`src/rtl/sfr_pkg.sv`:
```
// ----------------------------------------------------------------------------
// sfr_pkg
// Shared types and constants for the streaming find-and-replace block.
// ----------------------------------------------------------------------------
`timescale 1ns / 1ps
`default_nettype none

package sfr_pkg;

  // window fill count and result count widths
  localparam int unsigned FillW    = 4;
  localparam int unsigned ResCntW  = 4;
  // most results one transaction can cause
  localparam int unsigned ResDepth = 8;
  // configuration port
  localparam int unsigned AddrW    = 5;
  localparam int unsigned DataW    = 64;
  localparam int unsigned LenW     = 4;
  localparam int unsigned MaxRepl  = 8;

  // register indexes, at paddr[4:3]
  localparam logic [1:0] RegPatBytes = 2'd0;
  localparam logic [1:0] RegPatLen   = 2'd1;
  localparam logic [1:0] RegRepBytes = 2'd2;
  localparam logic [1:0] RegRepLen   = 2'd3;

  // one output character with its end marker
  typedef struct packed {
    logic [7:0] ch;
    logic       last;
  } res_t;

  // per-cell control from the window controller
  typedef struct packed {
    logic write;       // append the new character at the fill position
    logic shift;       // drop the oldest character, append the new one
    logic at_fill;     // this cell is the next free slot
    logic below_fill;  // this cell holds a buffered character
  } cell_ctrl_t;

endpackage

`default_nettype wire

```
`src/rtl/sfr_cell.sv`:
```
// ----------------------------------------------------------------------------
// sfr_cell
// One window slot: holds a character, takes its right neighbor's character
// on a shift, and compares its slot against the matching pattern byte.
// ----------------------------------------------------------------------------
`timescale 1ns / 1ps
`default_nettype none

module sfr_cell (
  input  logic               clk_i,
  input  sfr_pkg::cell_ctrl_t ctrl_i,
  input  logic [7:0]         in_char_i,
  input  logic [7:0]         nbr_char_i,
  input  logic               nbr_below_i,
  input  logic [7:0]         pat_char_i,
  output logic [7:0]         char_o,
  output logic               below_o,
  output logic               match_o
);
  import sfr_pkg::*;

  logic [7:0] char_q;
  logic [7:0] char_d;

  // next slot content
  always_comb begin
    char_d = char_q;
    if (ctrl_i.write && ctrl_i.at_fill) begin
      char_d = in_char_i;
    end else if (ctrl_i.shift && ctrl_i.below_fill) begin
      if (nbr_below_i) begin
        char_d = nbr_char_i;
      end else begin
        char_d = in_char_i;
      end
    end
  end

  always_ff @(posedge clk_i) begin
    char_q <= char_d;
  end

  // slot compare: held character, incoming character, or unused slot
  always_comb begin
    if (ctrl_i.below_fill) begin
      match_o = (char_q == pat_char_i);
    end else if (ctrl_i.at_fill) begin
      match_o = (in_char_i == pat_char_i);
    end else begin
      match_o = 1'b1;
    end
  end

  assign char_o  = char_q;
  assign below_o = ctrl_i.below_fill;

endmodule

`default_nettype wire

```
`src/rtl/sfr_emit.sv`:
```
// ----------------------------------------------------------------------------
// sfr_emit
// Result queue and output register: takes the results of one transaction at
// once and hands them out one per cycle while the receiver does not stall.
// ----------------------------------------------------------------------------
`timescale 1ns / 1ps
`default_nettype none

module sfr_emit (
  input  logic                         clk_i,
  input  logic                         rst_ni,
  input  logic                         load_i,
  input  sfr_pkg::res_t                res_i [sfr_pkg::ResDepth],
  input  logic [sfr_pkg::ResCntW-1:0]  res_cnt_i,
  input  logic                         out_stall_i,
  output logic                         out_valid_o,
  output logic [7:0]                   out_char_o,
  output logic                         is_last_o,
  output logic                         busy_o
);
  import sfr_pkg::*;

  res_t               pend_q [ResDepth];
  logic [ResCntW-1:0] pcnt_q;
  res_t               out_q;
  logic               out_valid_q;
  logic               out_load;

  assign out_load = !out_valid_q || !out_stall_i;

  // control: counts and output valid
  always_ff @(posedge clk_i or negedge rst_ni) begin
    if (!rst_ni) begin
      pcnt_q      <= '0;
      out_valid_q <= 1'b0;
    end else if (pcnt_q != '0) begin
      if (out_load) begin
        pcnt_q      <= pcnt_q - ResCntW'(1);
        out_valid_q <= 1'b1;
      end
    end else if (load_i && (res_cnt_i != '0)) begin
      if (out_load) begin
        pcnt_q      <= res_cnt_i - ResCntW'(1);
        out_valid_q <= 1'b1;
      end else begin
        pcnt_q <= res_cnt_i;
      end
    end else if (out_load) begin
      out_valid_q <= 1'b0;
    end
  end

  // payload: queue shifts toward the head at index 0
  always_ff @(posedge clk_i) begin
    if (pcnt_q != '0) begin
      if (out_load) begin
        out_q <= pend_q[0];
        for (int k = 0; k < ResDepth - 1; k++) begin
          pend_q[k] <= pend_q[k+1];
        end
      end
    end else if (load_i && (res_cnt_i != '0)) begin
      if (out_load) begin
        out_q <= res_i[0];
        for (int k = 0; k < ResDepth - 1; k++) begin
          pend_q[k] <= res_i[k+1];
        end
      end else begin
        for (int k = 0; k < ResDepth; k++) begin
          pend_q[k] <= res_i[k];
        end
      end
    end
  end

  assign out_valid_o = out_valid_q;
  assign out_char_o  = out_q.ch;
  assign is_last_o   = out_q.last;
  assign busy_o      = (pcnt_q != '0);

endmodule

`default_nettype wire

```
`src/rtl/stream_find_replace.sv`:
```
// ----------------------------------------------------------------------------
// stream_find_replace
// Streaming find-and-replace over a character stream, one window slot per
// cell.
// ----------------------------------------------------------------------------
// Usage:
//   Input channel (in_valid_i / in_stall_o) takes one character per
//   transaction, or a terminator with is_end_i high. Output channel
//   (out_valid_o / out_stall_i) gives one character per transaction; the
//   zero byte with is_last_o high closes each string.
//   A transaction's first result is registered. Throughput is one character
//   per cycle while each character causes at most one result and the
//   receiver does not stall. A transaction causing N results (a
//   replacement, or the window flush at a terminator, N up to 8) holds
//   in_stall_o high while the result queue drains; this queue is the limit.
//   When the receiver stalls, the output register holds its result and the
//   queue fills; the input is stalled while the queue is not empty.
//   Reset empties the window and queue, sets pattern length to 1 and clears
//   the other registers. Configuration (APB, 64-bit registers at 8*i) is
//   to be written by the user while the block is idle, which the block
//   does not enforce; writing pattern_length empties the window.
// ----------------------------------------------------------------------------
`timescale 1ns / 1ps
`default_nettype none

module stream_find_replace #(
  parameter int unsigned MaxPattern = 8
) (
  input  logic                        clk_i,
  input  logic                        rst_ni,
  input  logic                        psel,
  input  logic                        penable,
  input  logic                        pwrite,
  input  logic [sfr_pkg::AddrW-1:0]   paddr,
  input  logic [sfr_pkg::DataW-1:0]   pwdata,
  output logic [sfr_pkg::DataW-1:0]   prdata,
  output logic                        pready,
  input  logic                        in_valid_i,
  output logic                        in_stall_o,
  input  logic [7:0]                  in_char_i,
  input  logic                        is_end_i,
  output logic                        out_valid_o,
  input  logic                        out_stall_i,
  output logic [7:0]                  out_char_o,
  output logic                        is_last_o
);
  import sfr_pkg::*;

  logic [DataW-1:0] pat_q;
  logic [LenW-1:0]  plen_q;
  logic [DataW-1:0] rep_q;
  logic [LenW-1:0]  rlen_q;
  logic [FillW-1:0] fill_q;
  logic [FillW-1:0] fill_d;

  logic             cfg_wr;
  logic [1:0]       cfg_idx;
  logic             acc;
  logic [FillW-1:0] plen_eff;
  logic [ResCntW-1:0] rlen_eff;
  logic             full;
  logic             match;
  logic             busy;

  cell_ctrl_t       ctrl [MaxPattern];
  logic [7:0]       cell_char [MaxPattern];
  logic             cell_below [MaxPattern];
  logic             cell_match [MaxPattern];
  logic [MaxPattern-1:0] match_vec;
  logic [7:0]       win_ext [ResDepth];

  res_t               res [ResDepth];
  logic [ResCntW-1:0] res_cnt;

  // configuration port
  assign pready  = 1'b1;
  assign cfg_idx = paddr[AddrW-1:AddrW-2];
  assign cfg_wr  = psel && penable && pwrite && pready;

  always_ff @(posedge clk_i or negedge rst_ni) begin
    if (!rst_ni) begin
      pat_q  <= '0;
      plen_q <= LenW'(1);
      rep_q  <= '0;
      rlen_q <= '0;
    end else if (cfg_wr) begin
      case (cfg_idx)
        RegPatBytes: pat_q  <= pwdata;
        RegPatLen:   plen_q <= pwdata[LenW-1:0];
        RegRepBytes: rep_q  <= pwdata;
        RegRepLen:   rlen_q <= pwdata[LenW-1:0];
        default: ;
      endcase
    end
  end

  always_comb begin
    case (cfg_idx)
      RegPatBytes: prdata = pat_q;
      RegPatLen:   prdata = DataW'(plen_q);
      RegRepBytes: prdata = rep_q;
      RegRepLen:   prdata = DataW'(rlen_q);
      default:     prdata = '0;
    endcase
  end

  // effective lengths
  always_comb begin
    if (plen_q == '0) begin
      plen_eff = FillW'(1);
    end else if (FillW'(plen_q) > FillW'(MaxPattern)) begin
      plen_eff = FillW'(MaxPattern);
    end else begin
      plen_eff = FillW'(plen_q);
    end
    if (ResCntW'(rlen_q) > ResCntW'(MaxRepl)) begin
      rlen_eff = ResCntW'(MaxRepl);
    end else begin
      rlen_eff = ResCntW'(rlen_q);
    end
  end

  assign acc  = in_valid_i && !in_stall_o;
  assign full = (FillW'(fill_q + FillW'(1)) == plen_eff);

  // window cells
  for (genvar k = 0; k < MaxPattern; k++) begin : g_cell
    assign ctrl[k].write      = acc && !is_end_i && !full;
    assign ctrl[k].shift      = acc && !is_end_i && full && !match;
    assign ctrl[k].at_fill    = (fill_q == FillW'(k));
    assign ctrl[k].below_fill = (FillW'(k) < fill_q);

    if (k < MaxPattern - 1) begin : g_mid
      sfr_cell u_cell (
        .clk_i       (clk_i),
        .ctrl_i      (ctrl[k]),
        .in_char_i   (in_char_i),
        .nbr_char_i  (cell_char[k+1]),
        .nbr_below_i (cell_below[k+1]),
        .pat_char_i  (pat_q[8*k +: 8]),
        .char_o      (cell_char[k]),
        .below_o     (cell_below[k]),
        .match_o     (cell_match[k])
      );
    end else begin : g_end
      sfr_cell u_cell (
        .clk_i       (clk_i),
        .ctrl_i      (ctrl[k]),
        .in_char_i   (in_char_i),
        .nbr_char_i  (8'h00),
        .nbr_below_i (1'b0),
        .pat_char_i  (pat_q[8*k +: 8]),
        .char_o      (cell_char[k]),
        .below_o     (cell_below[k]),
        .match_o     (cell_match[k])
      );
    end
    assign match_vec[k] = cell_match[k];
  end

  assign match = &match_vec;

  // window contents padded to the result depth
  for (genvar k = 0; k < ResDepth; k++) begin : g_win
    if (k < MaxPattern) begin : g_held
      assign win_ext[k] = cell_char[k];
    end else begin : g_pad
      assign win_ext[k] = 8'h00;
    end
  end

  // results of the accepted transaction and next fill count
  always_comb begin
    for (int k = 0; k < ResDepth; k++) begin
      res[k] = '{ch: 8'h00, last: 1'b0};
    end
    res_cnt = '0;
    fill_d  = fill_q;
    if (acc) begin
      if (is_end_i) begin
        for (int k = 0; k < ResDepth; k++) begin
          if (FillW'(k) < fill_q) begin
            res[k].ch = win_ext[k];
          end
          if (FillW'(k) == fill_q) begin
            res[k].last = 1'b1;
          end
        end
        res_cnt = ResCntW'(fill_q) + ResCntW'(1);
        fill_d  = '0;
      end else if (full) begin
        if (match) begin
          for (int k = 0; k < ResDepth; k++) begin
            res[k].ch = rep_q[8*k +: 8];
          end
          res_cnt = rlen_eff;
          fill_d  = '0;
        end else begin
          res[0].ch = (fill_q == '0) ? in_char_i : win_ext[0];
          res_cnt   = ResCntW'(1);
        end
      end else begin
        fill_d = FillW'(fill_q + FillW'(1));
      end
    end
    if (cfg_wr && (cfg_idx == RegPatLen)) begin
      fill_d = '0;
    end
  end

  always_ff @(posedge clk_i or negedge rst_ni) begin
    if (!rst_ni) begin
      fill_q <= '0;
    end else begin
      fill_q <= fill_d;
    end
  end

  // result queue and output register
  sfr_emit u_emit (
    .clk_i       (clk_i),
    .rst_ni      (rst_ni),
    .load_i      (acc),
    .res_i       (res),
    .res_cnt_i   (res_cnt),
    .out_stall_i (out_stall_i),
    .out_valid_o (out_valid_o),
    .out_char_o  (out_char_o),
    .is_last_o   (is_last_o),
    .busy_o      (busy)
  );

  assign in_stall_o = busy;

  // window never holds a full pattern between transactions
  a_fill_below_len: assert property (@(posedge clk_i) disable iff (!rst_ni)
    fill_q < plen_eff)
    else $error("window fill reached pattern length");

  // a terminator always leaves a result in the output register
  a_end_has_result: assert property (@(posedge clk_i) disable iff (!rst_ni)
    acc && is_end_i |=> out_valid_o)
    else $error("terminator produced no output");

  // queued results imply the output register is occupied
  a_queue_behind_out: assert property (@(posedge clk_i) disable iff (!rst_ni)
    in_stall_o |-> out_valid_o)
    else $error("result queue not empty while output register empty");

endmodule

`default_nettype wire
```
`config.mk`:
```
export PLATFORM = sky130hd
export DESIGN_NAME = stream_find_replace
export DESIGN_NICKNAME = d
export VERILOG_FILES = /design/src/rtl/sfr_pkg.sv /design/src/rtl/sfr_cell.sv /design/src/rtl/sfr_emit.sv /design/src/rtl/stream_find_replace.sv
export SDC_FILE = /design/constraint.sdc
export NUM_CORES = 1
export LEC_CHECK = 0
export BUFFER_PORTS_ARGS = -buffer_cell sky130_fd_sc_hd__buf_2
export CAP_MARGIN = 15
export CORE_UTILIZATION = 41
export CTS_CLUSTER_SIZE = 14
export DETAILED_ROUTE_END_ITERATION = 12
export HOLD_SLACK_MARGIN = 0.12
export SETUP_SLACK_MARGIN = 0.15
export SLEW_MARGIN = 20
export SYNTH_ARGS = -nofsm -noshare
export SYNTH_HDL_FRONTEND = slang
export SYNTH_SLANG_ARGS = --single-unit
```
`constraint.sdc`:
```
create_clock -name clk_i -period 5.6 [get_ports clk_i]
set_input_delay 0.28 -clock clk_i [delete_from_list [all_inputs] [get_ports clk_i]]
set_output_delay 0.28 -clock clk_i [all_outputs]
set_load 0.02 [all_outputs]
```
==> results of run 1 <==
## power by group through the flow
stage	clock network (mW)	registers [mW]	logic [mW]
finish	2.46	3.36	2.34
global route	2.59	3.42	2.55
CTS	2.50	3.36	2.33
detailed placement	0	3.40	2.28
global placement	0	3.38	2.24
floorplan	0	3.25	1.59
## metrics by stage
step,hold slack (ps),utilization,std cells,worst slack (ps)
global placement,122.4,0.4488,2139,1019
CTS,145.7,0.4970,2266,915.2
global route,146.3,0.4970,2266,557.2
detailed placement,129.0,0.4490,2139,942.7
finish,152.7,0.4970,2266,780.4
floorplan,-15.59,-,1541,913.6
## cell families (layout without fill, tap and decap cells)
group | count (synthesis) | in the layout | share of synthesized area
xor gates and xnor gates | 133 | 133 | 0.06972
buffers and inverters | 139 | 339 | 0.03692
other | 1 | 1 | 0.0002244
DFF | 290 | 290 | 0.4778
and+or+nand+nor | 453 | 453 | 0.1235
AOI/OAI and AO/OA | 272 | 272 | 0.1228
muxes | 248 | 248 | 0.1653
adders and majority gates | 5 | 5 | 0.003744
## worst max-delay path, stage by stage, from the launching register on
cell and delay, ps:
dfrtp_1 450, inv_1 190, ha_1 270, inv_1 120, a21o_1 370, a2111oi_4 520, nand4_2 450, o22ai_1 400
ha_1 280, a21oi_1 130, a41oi_4 540, buf_4 440, nor2_1 130, a221oi_1 320
## flip-flops by register name (all words and copies together), names as in the netlist
register / flops
u_emit.pcnt_q: 4
g_cell.g_mid.u_cell.char_o: 56
u_emit.out_valid_o: 1
g_cell.g_end.u_cell.char_o: 8
plen_q: 4
fill_q: 4
pat_q: 64
u_emit.pend_q: 72
rlen_q: 4
u_emit.out_char_o: 8
u_emit.is_last_o: 1
rep_q: 64
## final timing paths
check / start / to / slack, ps
max: fill_q[0]$_DFFE_PN0P_ / u_emit.pend_q[0][25]$_DFFE_PP_ / 780
min: rst_ni / pat_q[5]$_DFFE_PN0P_ / 150
max reg2reg: fill_q[0]$_DFFE_PN0P_ / u_emit.pend_q[0][25]$_DFFE_PP_ / 780
min reg2reg: plen_q[0]$_DFFE_PN1P_ / plen_q[0]$_DFFE_PN1P_ / 500
max in group asynchronous: rst_ni / rep_q[43]$_DFFE_PN0P_ / 4300
min in group clk_i: in_char_i[4] / g_cell[7].g_end.u_cell.char_o[4]$_DFFE_PP_ / 160
## Yosys cell counts, types with 6 or more instances
| master | n |
|---|---|
| a211oi_1 | 6 |
| a21oi_1 | 58 |
| a221o_1 | 8 |
| a221oi_1 | 47 |
| a22oi_1 | 9 |
| a31oi_1 | 9 |
| buf_1 | 6 |
| buf_2 | 37 |
| buf_4 | 9 |
| clkbuf_1 | 69 |
| dfrtp_1 | 144 |
| edfxtp_1 | 145 |
| inv_1 | 15 |
| mux2_2 | 180 |
| mux2i_1 | 63 |
| nand2_1 | 193 |
| nand3_1 | 43 |
| nand4_1 | 17 |
| nor2_1 | 115 |
| nor3_1 | 20 |
| nor4_1 | 19 |
| o2111ai_1 | 6 |
| o211ai_1 | 7 |
| o21a_1 | 8 |
| o21ai_0 | 16 |
| o31ai_1 | 48 |
| xnor2_1 | 60 |
| xor2_1 | 73 |
## metal layers
metal | track usage | up-vias | part of all wire
met3 | 0.04560 | 72 | 0.065
met1 | 0.3332 | 6577 | 0.43
met2 | 0.4134 | 474 | 0.48
li1 | - | 6037 | -
met5 | 0 | - | 0
met4 | 0.06391 | 0 | 0.020
## layout make-up
cell class	instances	area share
Multi-Input combinational cell	1112	0.4096
Tap cell	525	0.03304
Sequential cell	290	0.4015
Timing Repair Buffer	261	0.08879
Clock buffer	53	0.05808
Inverter	16	0.003020
Clock inverter	9	0.005915
==> results_dict.tcl, run 1 <==
set metrics [dict create \
    status "finished clean" \
    cts.repair.resized 0 \
    rsz0062_at_grt "false" \
    clkPwrFrac 0.301 \
    end_kind "flip-flop" \
    cts_buffer_depth 3 \
    synth_top_area_share 0.2606 \
    ctsHtreeMaxLevel 2 \
    drt_wl_total_um 51540 \
    nets 1805 \
    layout_commonest_cell "nand2_1" \
    maxSlewHeadroom 0.2697 \
    grt_overflow 0 \
    p_seq_frac 0.412 \
    seq_area_sq_mm 0.007984 \
    nFillCells 3726 \
    synth_area_leaders "edfxtp_1 26%, dfrtp_1 22%, mux2_2 12%" \
    power_switching_share 0.3363 \
    p_switching_mw 2.744 \
    grt_first_pass_wirelength_um 79350 \
    syn_area_sq_mm 0.01671 \
    synth-main-ff-cell "edfxtp_1" \
    synthDistinctLibCells 86 \
    cp_max_fo 33 \
    max_freq_mhz 207.5 \
    ctsRootBufferMaster "clkbuf_16" \
    max-cap-violations 0 \
    clock-sinks 290 \
    grt_max_degree 88 \
    p_total_mw 8.161 \
    start_kind "flip-flop" \
    place_hpwl_um 35880 \
    synth_top_area_cell "edfxtp_1" \
    synth_area_per_cell_sq_um 10.84 \
    clk_latency_ps 530 \
    hold_viol_final 0 \
    worstMarginPinSlew_ps 1084 \
    die_y_um 203.9 \
    slew_viol_final 0 \
    drc 0 \
    yosysWarnings 0 \
    period_minus_slack_ps 4820 \
    area_growth_pct 19.01 \
    drtIter0Drc 1104 \
    required_ps 5940 \
    hp-class "in2async" \
    grt_pass1_vias 13280 \
    synth_edf_count 145 \
    initial_core_util 0.4177 \
    place_area_sq_mm 0.01796 \
    routed_via_density 5.808 \
    leakage_nw 8.168 \
    fp.dieW_um 203.9 \
    die-area_sq_mm 0.04156 \
    arrival_ps 5160 \
    internal-power_mw 5.416 \
    ant_nets 0 \
    period_share 0.8607 \
    layout-drive-gt1-share 0.2671 \
    dr.pass1.iters 7 \
    synth_nets 1631 \
    n_antenna_cell 0 \
    comb_power_share 0.287 \
    ys_async_sr_fraction 0.5000 \
    setup_tns_ps 0 \
    grtUsageTotal 0.2488 \
    vias 13160 \
    portBuffers 156 \
    synth-seq-area-share 0.4778 \
    antenna_found_initial 0 \
    wl_per_cell_um 22.74 \
    gp_congestion 0.9101 \
    cts_hold_buf 65 \
    path_clk_slew_ps 60 \
    cts_tree "done" \
    powerDensity_mw_per_mm2 410.4 \
    rows 73 \
    crit_type "reg2reg" \
    r2r_cells 13 \
    fin_worst_skew_ps 17.39 \
    io_pins 161 \
    cts_made_buffers 34 \
    final_cell_area_sq_mm 0.01988 \
    final_cell_mix "191 x nand2_1, 180 x mux2_2, 154 x buf_2, 145 x edfxtp_1, 144 x dfrtp_1" \
    setup_viol 0 \
    multiInputGateArea_sq_mm 0.008145 \
    fp.coreArea_sq_mm 0.04001 \
    postSynthCellCount 1541 \
    ir_worst_vdd_mv 0.2441 \
    post_cts_buffers 0 \
    ys_ff_latch 290 \
]
No activity file was read; power rests on OpenSTA's default activity.
==> run 2: changes to the inputs <==
--- a/config.mk
+++ b/config.mk
@@ -5,6 +5,7 @@
 export SDC_FILE = /design/constraint.sdc
 export NUM_CORES = 1
 export LEC_CHECK = 0
+export ABC_AREA = 1
 export BUFFER_PORTS_ARGS = -buffer_cell sky130_fd_sc_hd__buf_2
 export CAP_MARGIN = 15
 export CORE_UTILIZATION = 41
==> run 2 against run 1 <==
  * Die area shrank 2.4%
  * Combinational power grew 4%
  * Critical path depth grew 7
  * Clock-buffer cell count shrank 6
==> results_dict.tcl, run 2 <==
set metrics [dict create \
    initial_core_util 0.4189 \
    p_switching_mw 2.875 \
    syn_area_sq_mm 0.01630 \
    layout_commonest_cell "nand2_1" \
    synth_area_per_cell_sq_um 8.008 \
    ir_worst_vdd_mv 0.2637 \
    power_switching_share 0.3663 \
    fp.dieW_um 201.4 \
    critical_path_buf_inv_count 5 \
    clock-sinks 290 \
    cts_made_buffers 34 \
    slew_viol_final 0 \
    end_kind "flip-flop" \
    p_seq_frac 0.402 \
    ctsHtreeMaxLevel 2 \
    synth_common_cells "652 x nand2_1, 248 x o21ai_0, 237 x inv_1" \
    area_growth_pct 17.71 \
    hold_viol_final 0 \
    cpMostUsedCell "nand2_1" \
    drc 0 \
    synth_area_leaders "edfxtp_1 27%, dfrtp_1 22%, nand2_1 15%" \
    arrival_ps 5010 \
    path_clk_slew_ps 60 \
    powerDensity_mw_per_mm2 409.0 \
    setup_viol 0 \
    io_pins 161 \
    grt_max_degree 92 \
    period_minus_slack_ps 4726 \
    grtUsageTotal 0.2738 \
    largest_reg_flops 72 \
    final_cell_area_sq_mm 0.01919 \
    rsz0062_at_grt "false" \
    leakage_nw 8.618 \
    grt_pass1_vias 14293 \
    synth_nets 2126 \
    gp_congestion 0.9568 \
    ys_ff_latch 290 \
    slowest_stage "nand2_1" \
    synth_edf_count 145 \
    final_cell_mix "650 x nand2_1, 245 x o21ai_0, 236 x inv_1, 155 x buf_2, 145 x edfxtp_1" \
    top_register "u_emit.pend_q" \
    ant_nets 0 \
    setup_tns_ps 0 \
    cts_tree "done" \
    hp-class "in2reg" \
    portBuffers 156 \
    finalNonFillerCells 2757 \
    clk_latency_ps 530 \
    wl_per_cell_um 20.09 \
    synthDistinctLibCells 48 \
    synth_most_common_cell "nand2_1" \
    place_hpwl_um 38760 \
    cts.repair.resized 0 \
    ctsRootBufferMaster "clkbuf_16" \
    status "finished clean" \
    cp_top_family "simple AND/OR/NAND/NOR gates" \
    drt_wl_total_um 55390 \
    max_freq_mhz 211.6 \
    n_antenna_cell 0 \
    cp_max_fo 28 \
    cp_cell_sequence "inv_1, ha_1, inv_1, nor2_1, nand2_1, clkinv_1, nand2_2, buf_4, nor2_1, nand2_1, nand2_1, inv_1, ha_1, nand3_2, nor2_2, nor2_4, nand2_1, nand2_1, nor2_1, nor2_1" \
    internal-power_mw 4.974 \
    synth-seq-area-share 0.4897 \
    start_kind "flip-flop" \
    crit_type "reg2reg" \
    maxSlewHeadroom 0.2188 \
    die-area_sq_mm 0.04057 \
    rows 72 \
    p_total_mw 7.849 \
    dr.pass1.iters 6 \
    antenna_found_initial 0 \
    synth_top_area_share 0.2671 \
    yosysWarnings 0 \
    required_ps 5880 \
    grt_overflow 0 \
    critPathMaxStageDelay_ps 620 \
    comb_power_share 0.310 \
    synth-main-ff-cell "edfxtp_1" \
    max-cap-violations 0 \
    cts_buffer_depth 3 \
    fin_worst_skew_ps 27.71 \
    nFillCells 3840 \
    postSynthCellCount 2036 \
    layout-drive-gt1-share 0.1268 \
    period_share 0.8439 \
    ys_async_sr_fraction 0.5000 \
    worstMarginPinSlew_ps 1160 \
    die_y_um 201.4 \
    reg_top3 "u_emit.pend_q (72), pat_q (64), rep_q (64)" \
    synth_top_area_cell "edfxtp_1" \
    place_area_sq_mm 0.01742 \
    routed_via_density 5.371 \
    grt_first_pass_wirelength_um 84640 \
    fp.coreArea_sq_mm 0.03892 \
    drtIter0Drc 1510 \
    clkPwrFrac 0.288 \
    dp_cells 2632 \
    nets 2304 \
    vias 14807 \
]
run 2: cell count changes in the layout (fill, tap and decap cells not counted), moves of 63 or more:
| cell | previous run | this run |
|---|---|---|
| mux2_2 | 180 | 0 |
| inv_1 | 15 | 236 |
| mux2i_1 | 63 | 0 |
| xor2_1 | 73 | 4 |
| o21ai_0 | 15 | 245 |
| nand2_1 | 191 | 650 |
run 2: timing repair:
item,CTS,global route
hold endpoints to repair,223,0
hold buffers,64,0
setup buffers,0,0
run 2: power groups by stage:
stage	logic [mW]	registers (mW)	clock network, mW
finish	2.43	3.16	2.26
global route	2.71	3.21	2.36
CTS	2.40	3.16	2.29
floorplan	1.68	3.11	0
global placement	2.32	3.18	0
detailed placement	2.35	3.19	0
run 2: worst register-to-register path: stages, from the launching register on:
cell and delay (ps):
dfrtp_1 360, inv_1 70, ha_1 210, inv_1 80, nor2_1 50, nand2_1 370
clkinv_1 330, nand2_2 450, buf_4 460, nor2_1 110, nand2_1 80, nand2_1 80
inv_1 110, ha_1 200, nand3_2 140, nor2_2 280, nor2_4 150, nand2_1 620
nand2_1 160, nor2_1 130, nor2_1 60
run 2: cells by family after synthesis:
family / after synthesis / share of synthesized area
buffers and inverters: 354 / 0.09270
flip-flops: 290 / 0.4897
other: 1 / 0.0002300
adder cells (fa/ha/maj): 5 / 0.003837
AO/OA/AOI/OAI: 381 / 0.1374
AND/OR/NAND/NOR: 918 / 0.2295
XOR/XNOR: 87 / 0.04673
run 2: area by class of cell:
| cell class | count | area (sq um) | area share |
|---|---|---|---|
| sequential | 290 | 7984 | 0.4160 |
| multi-input combinational | 1392 | 6842 | 0.3565 |
| timing repair buffer | 244 | 1633 | 0.08508 |
| tap | 518 | 648.1 | 0.03377 |
| inverter | 252 | 949.7 | 0.04948 |
| clock buffer | 47 | 1035 | 0.05391 |
| clock inverter | 14 | 101.3 | 0.005281 |
run 2: layer usage:
metal | up-vias | routed length (um) | global-route usage
met5 | - | 0 | 0
met4 | 0 | 2567 | 0.1231
met3 | 131 | 3836 | 0.04195
met2 | 617 | 25320 | 0.4385
met1 | 7060 | 23670 | 0.3662
li1 | 6999 | - | -
run 2: worst paths after layout:
check / endpoint / slack (ps) / from / depth (start not counted)
max in group asynchronous: rep_q[14]$_DFFE_PN0P_ / 3970 / rst_ni / 3
min in group asynchronous: rep_q[56]$_DFFE_PN0P_ / 350 / rst_ni / 2
worst max-delay path: u_emit.pend_q[1][26]$_DFFE_PP_ / 870 / u_emit.pcnt_q[0]$_DFFE_PN0P_ / 20
worst max register to register: u_emit.pend_q[1][26]$_DFFE_PP_ / 870 / u_emit.pcnt_q[0]$_DFFE_PN0P_ / 20
worst min-delay path: pat_q[11]$_DFFE_PN0P_ / 210 / pwdata[11] / 3
worst min register to register: rep_q[30]$_DFFE_PN0P_ / 480 / rep_q[30]$_DFFE_PN0P_ / 2
run 2: per-stage QoR:
stage	util	hold slack (ps)	setup WS [ps]
global placement	0.4475	384.2	1090
finish	0.4932	208.1	874.1
floorplan	-	-15.59	1981
CTS	0.4932	174.3	962.6
global route	0.4932	207.4	450.0
detailed placement	0.4475	380.7	974.7
==> run 3: changes to the inputs <==
--- a/config.mk
+++ b/config.mk
@@ -5,7 +5,7 @@
 export SDC_FILE = /design/constraint.sdc
 export NUM_CORES = 1
 export LEC_CHECK = 0
-export ABC_AREA = 1
+export ABC_AREA = 0
 export BUFFER_PORTS_ARGS = -buffer_cell sky130_fd_sc_hd__buf_2
 export CAP_MARGIN = 15
 export CORE_UTILIZATION = 41
==> constraint.sdc (replaced) <==
create_clock -name clk_i -period 4.8 [get_ports clk_i]
set_input_delay 0.24 -clock clk_i [delete_from_list [all_inputs] [get_ports clk_i]]
set_output_delay 0.24 -clock clk_i [all_outputs]
set_load 0.02 [all_outputs]
==> run 3 against run 2 <==
  * Via count fell by 9.8%
  * Clock power grew 17%
  * Combinational power is 13% higher
  * Design area grew 3.8%
  * Worst hold slack got worse by 37 ps
  * Setup slack got worse by 450 ps
  * Largest power group unchanged
  * Sequential cell count is the same
==> results_dict.tcl, run 3 (same netlist as run 1, synthesis figures left out) <==
set metrics [dict create \
    status "finished clean" \
    initial_core_util 0.4177 \
    slowest_stage "nor4_1" \
    powerDensity_mw_per_mm2 468.5 \
    routed_via_density 5.856 \
    drt_wl_total_um 51630 \
    worstMarginPinSlew_ps 1066 \
    fp.coreArea_sq_mm 0.04001 \
    arrival_ps 4660 \
    nets 1819 \
    portBuffers 156 \
    fin_worst_skew_ps 9.584 \
    finalNonFillerCells 2280 \
    utilization 0.4979 \
    end_kind "flip-flop" \
    period_share 0.9125 \
    setup_viol 0 \
    max_freq_mhz 228.3 \
    maxSlewHeadroom 0.2892 \
    crit_type "reg2reg" \
    wl_per_cell_um 22.65 \
    ctsHtreeMaxLevel 2 \
    grtUsageTotal 0.2486 \
    drtIter0Drc 1189 \
    rows 73 \
    drc 0 \
    hp-class "in2reg" \
    dp_cells 2151 \
    leakage_nw 8.195 \
    antenna_found_initial 0 \
    setup_tns_ps 0 \
    place_hpwl_um 35870 \
    start_kind "flip-flop" \
    critPathMaxStageDelay_ps 550 \
    cp-startpoint "g_cell[5].g_mid.u_cell.char_o[2]$_DFFE_PP_" \
    grt_pass1_vias 13123 \
    io_pins 161 \
    grt_max_degree 146 \
    hold_viol_final 0 \
    largest_reg_flops 72 \
    die_y_um 203.9 \
    cp_max_fo 24 \
    layout_commonest_cell "nand2_1" \
    cp_cell_sequence "xor2_1, nor4_1, a21oi_1, a2111oi_4, nand4_2, nor3_4, a22oi_1, ha_1, a21oi_2, a41oi_4, buf_12, a221o_1, a31o_2" \
    critical_path_buf_inv_count 1 \
    rsz0062_at_grt "false" \
    cts_buffer_depth 3 \
    n_antenna_cell 0 \
    vias 13351 \
    cp_top_family "compound AO/OA/AOI/OAI gates" \
    cts_tree "done" \
    area_growth_pct 19.22 \
    ctsRootBufferMaster "clkbuf_16" \
    slew_viol_final 0 \
    gp_congestion 0.9063 \
    grt_overflow 0 \
    grt_first_pass_wirelength_um 79080 \
    hp-start "in_char_i[7]" \
    top_register "u_emit.pend_q" \
    cts_made_buffers 34 \
    dr.pass1.iters 6 \
    ant_nets 0 \
    period_minus_slack_ps 4380 \
    r2r_slack_ps 420 \
    fp.dieW_um 203.9 \
    reg_top3 "u_emit.pend_q (72), pat_q (64), rep_q (64)" \
    required_ps 5080 \
    final_cell_mix "191 x nand2_1, 180 x mux2_2, 154 x buf_2, 145 x edfxtp_1, 144 x dfrtp_1" \
    timing.rr.start "g_cell[5].g_mid.u_cell.char_o[2]$_DFFE_PP_" \
    ir_worst_vdd_mv 0.3163 \
    layout-drive-gt1-share 0.2718 \
    clock-sinks 290 \
    path_clk_slew_ps 60 \
    clk_latency_ps 530 \
    whs_ps 171.0 \
    max-cap-violations 0 \
    die-area_sq_mm 0.04156 \
    nFillCells 3702 \
]
run 3: path summary, 6_finish.rpt:
path / to / cells past startpoint
worst max register to register: u_emit.pend_q[1][20]$_DFFE_PP_ / 13
max in group asynchronous: pat_q[21]$_DFFE_PN0P_ / 3
worst min register to register: plen_q[0]$_DFFE_PN1P_ / 2
worst min-delay path: g_cell[7].g_end.u_cell.char_o[7]$_DFFE_PP_ / 1
worst max-delay path: u_emit.pend_q[1][20]$_DFFE_PP_ / 13
min in group asynchronous: rep_q[7]$_DFFE_PN0P_ / 3
run 3: report_power, final:
part / leakage [nW] / total (mW) / internal (mW) / switching (mW)
Sequential: 3.13 / 3.93 / 3.36 / 0.564
Combinational: 4.50 / 2.75 / 1.15 / 1.60
Clock: 0.561 / 2.65 / 1.60 / 1.05
Total: 8.20 / 9.33 / 6.12 / 3.21
run 3: layer usage:
metal,wire length [um],vias to the layer above,GRT usage
li1,-,6058,-
met1,22930,6671,0.3415
met2,24140,531,0.3995
met5,0,-,0
met3,3058,91,0.03412
met4,1509,0,0.09049
run 3: area by class of cell:
cell class              instances  area [sq um]  share of cell area
repair buffers                274          1901             0.09541
well taps                     525         656.9             0.03298
multi-input cells            1113          8172              0.4102
inverters                      16         60.06            0.003015
clock buffers                  54          1082             0.05433
clock inverters                 8         65.06            0.003266
flip-flops and latches        290          7984              0.4008
run 3: what timing repair did:
item,CTS,global route
hold buffers,65,0
endpoints found under the setup margin,0,130
buffers inserted,0,1
hold endpoints to repair,280,0
resized for setup,0,1
run 3: stage by stage:
stage | area (sq um) | worst slack (ps) | total power, mW
6_report | 19920 | 419.9 | 9.332
5_1_grt | 19920 | 209.5 | 9.798
4_1_cts | 19890 | 273.7 | 9.349
3_5_place_dp | 18090 | 300.4 | 6.656
3_3_place_gp | 18080 | 325.9 | 6.587
2_1_floorplan | 16720 | 299.1 | 5.640
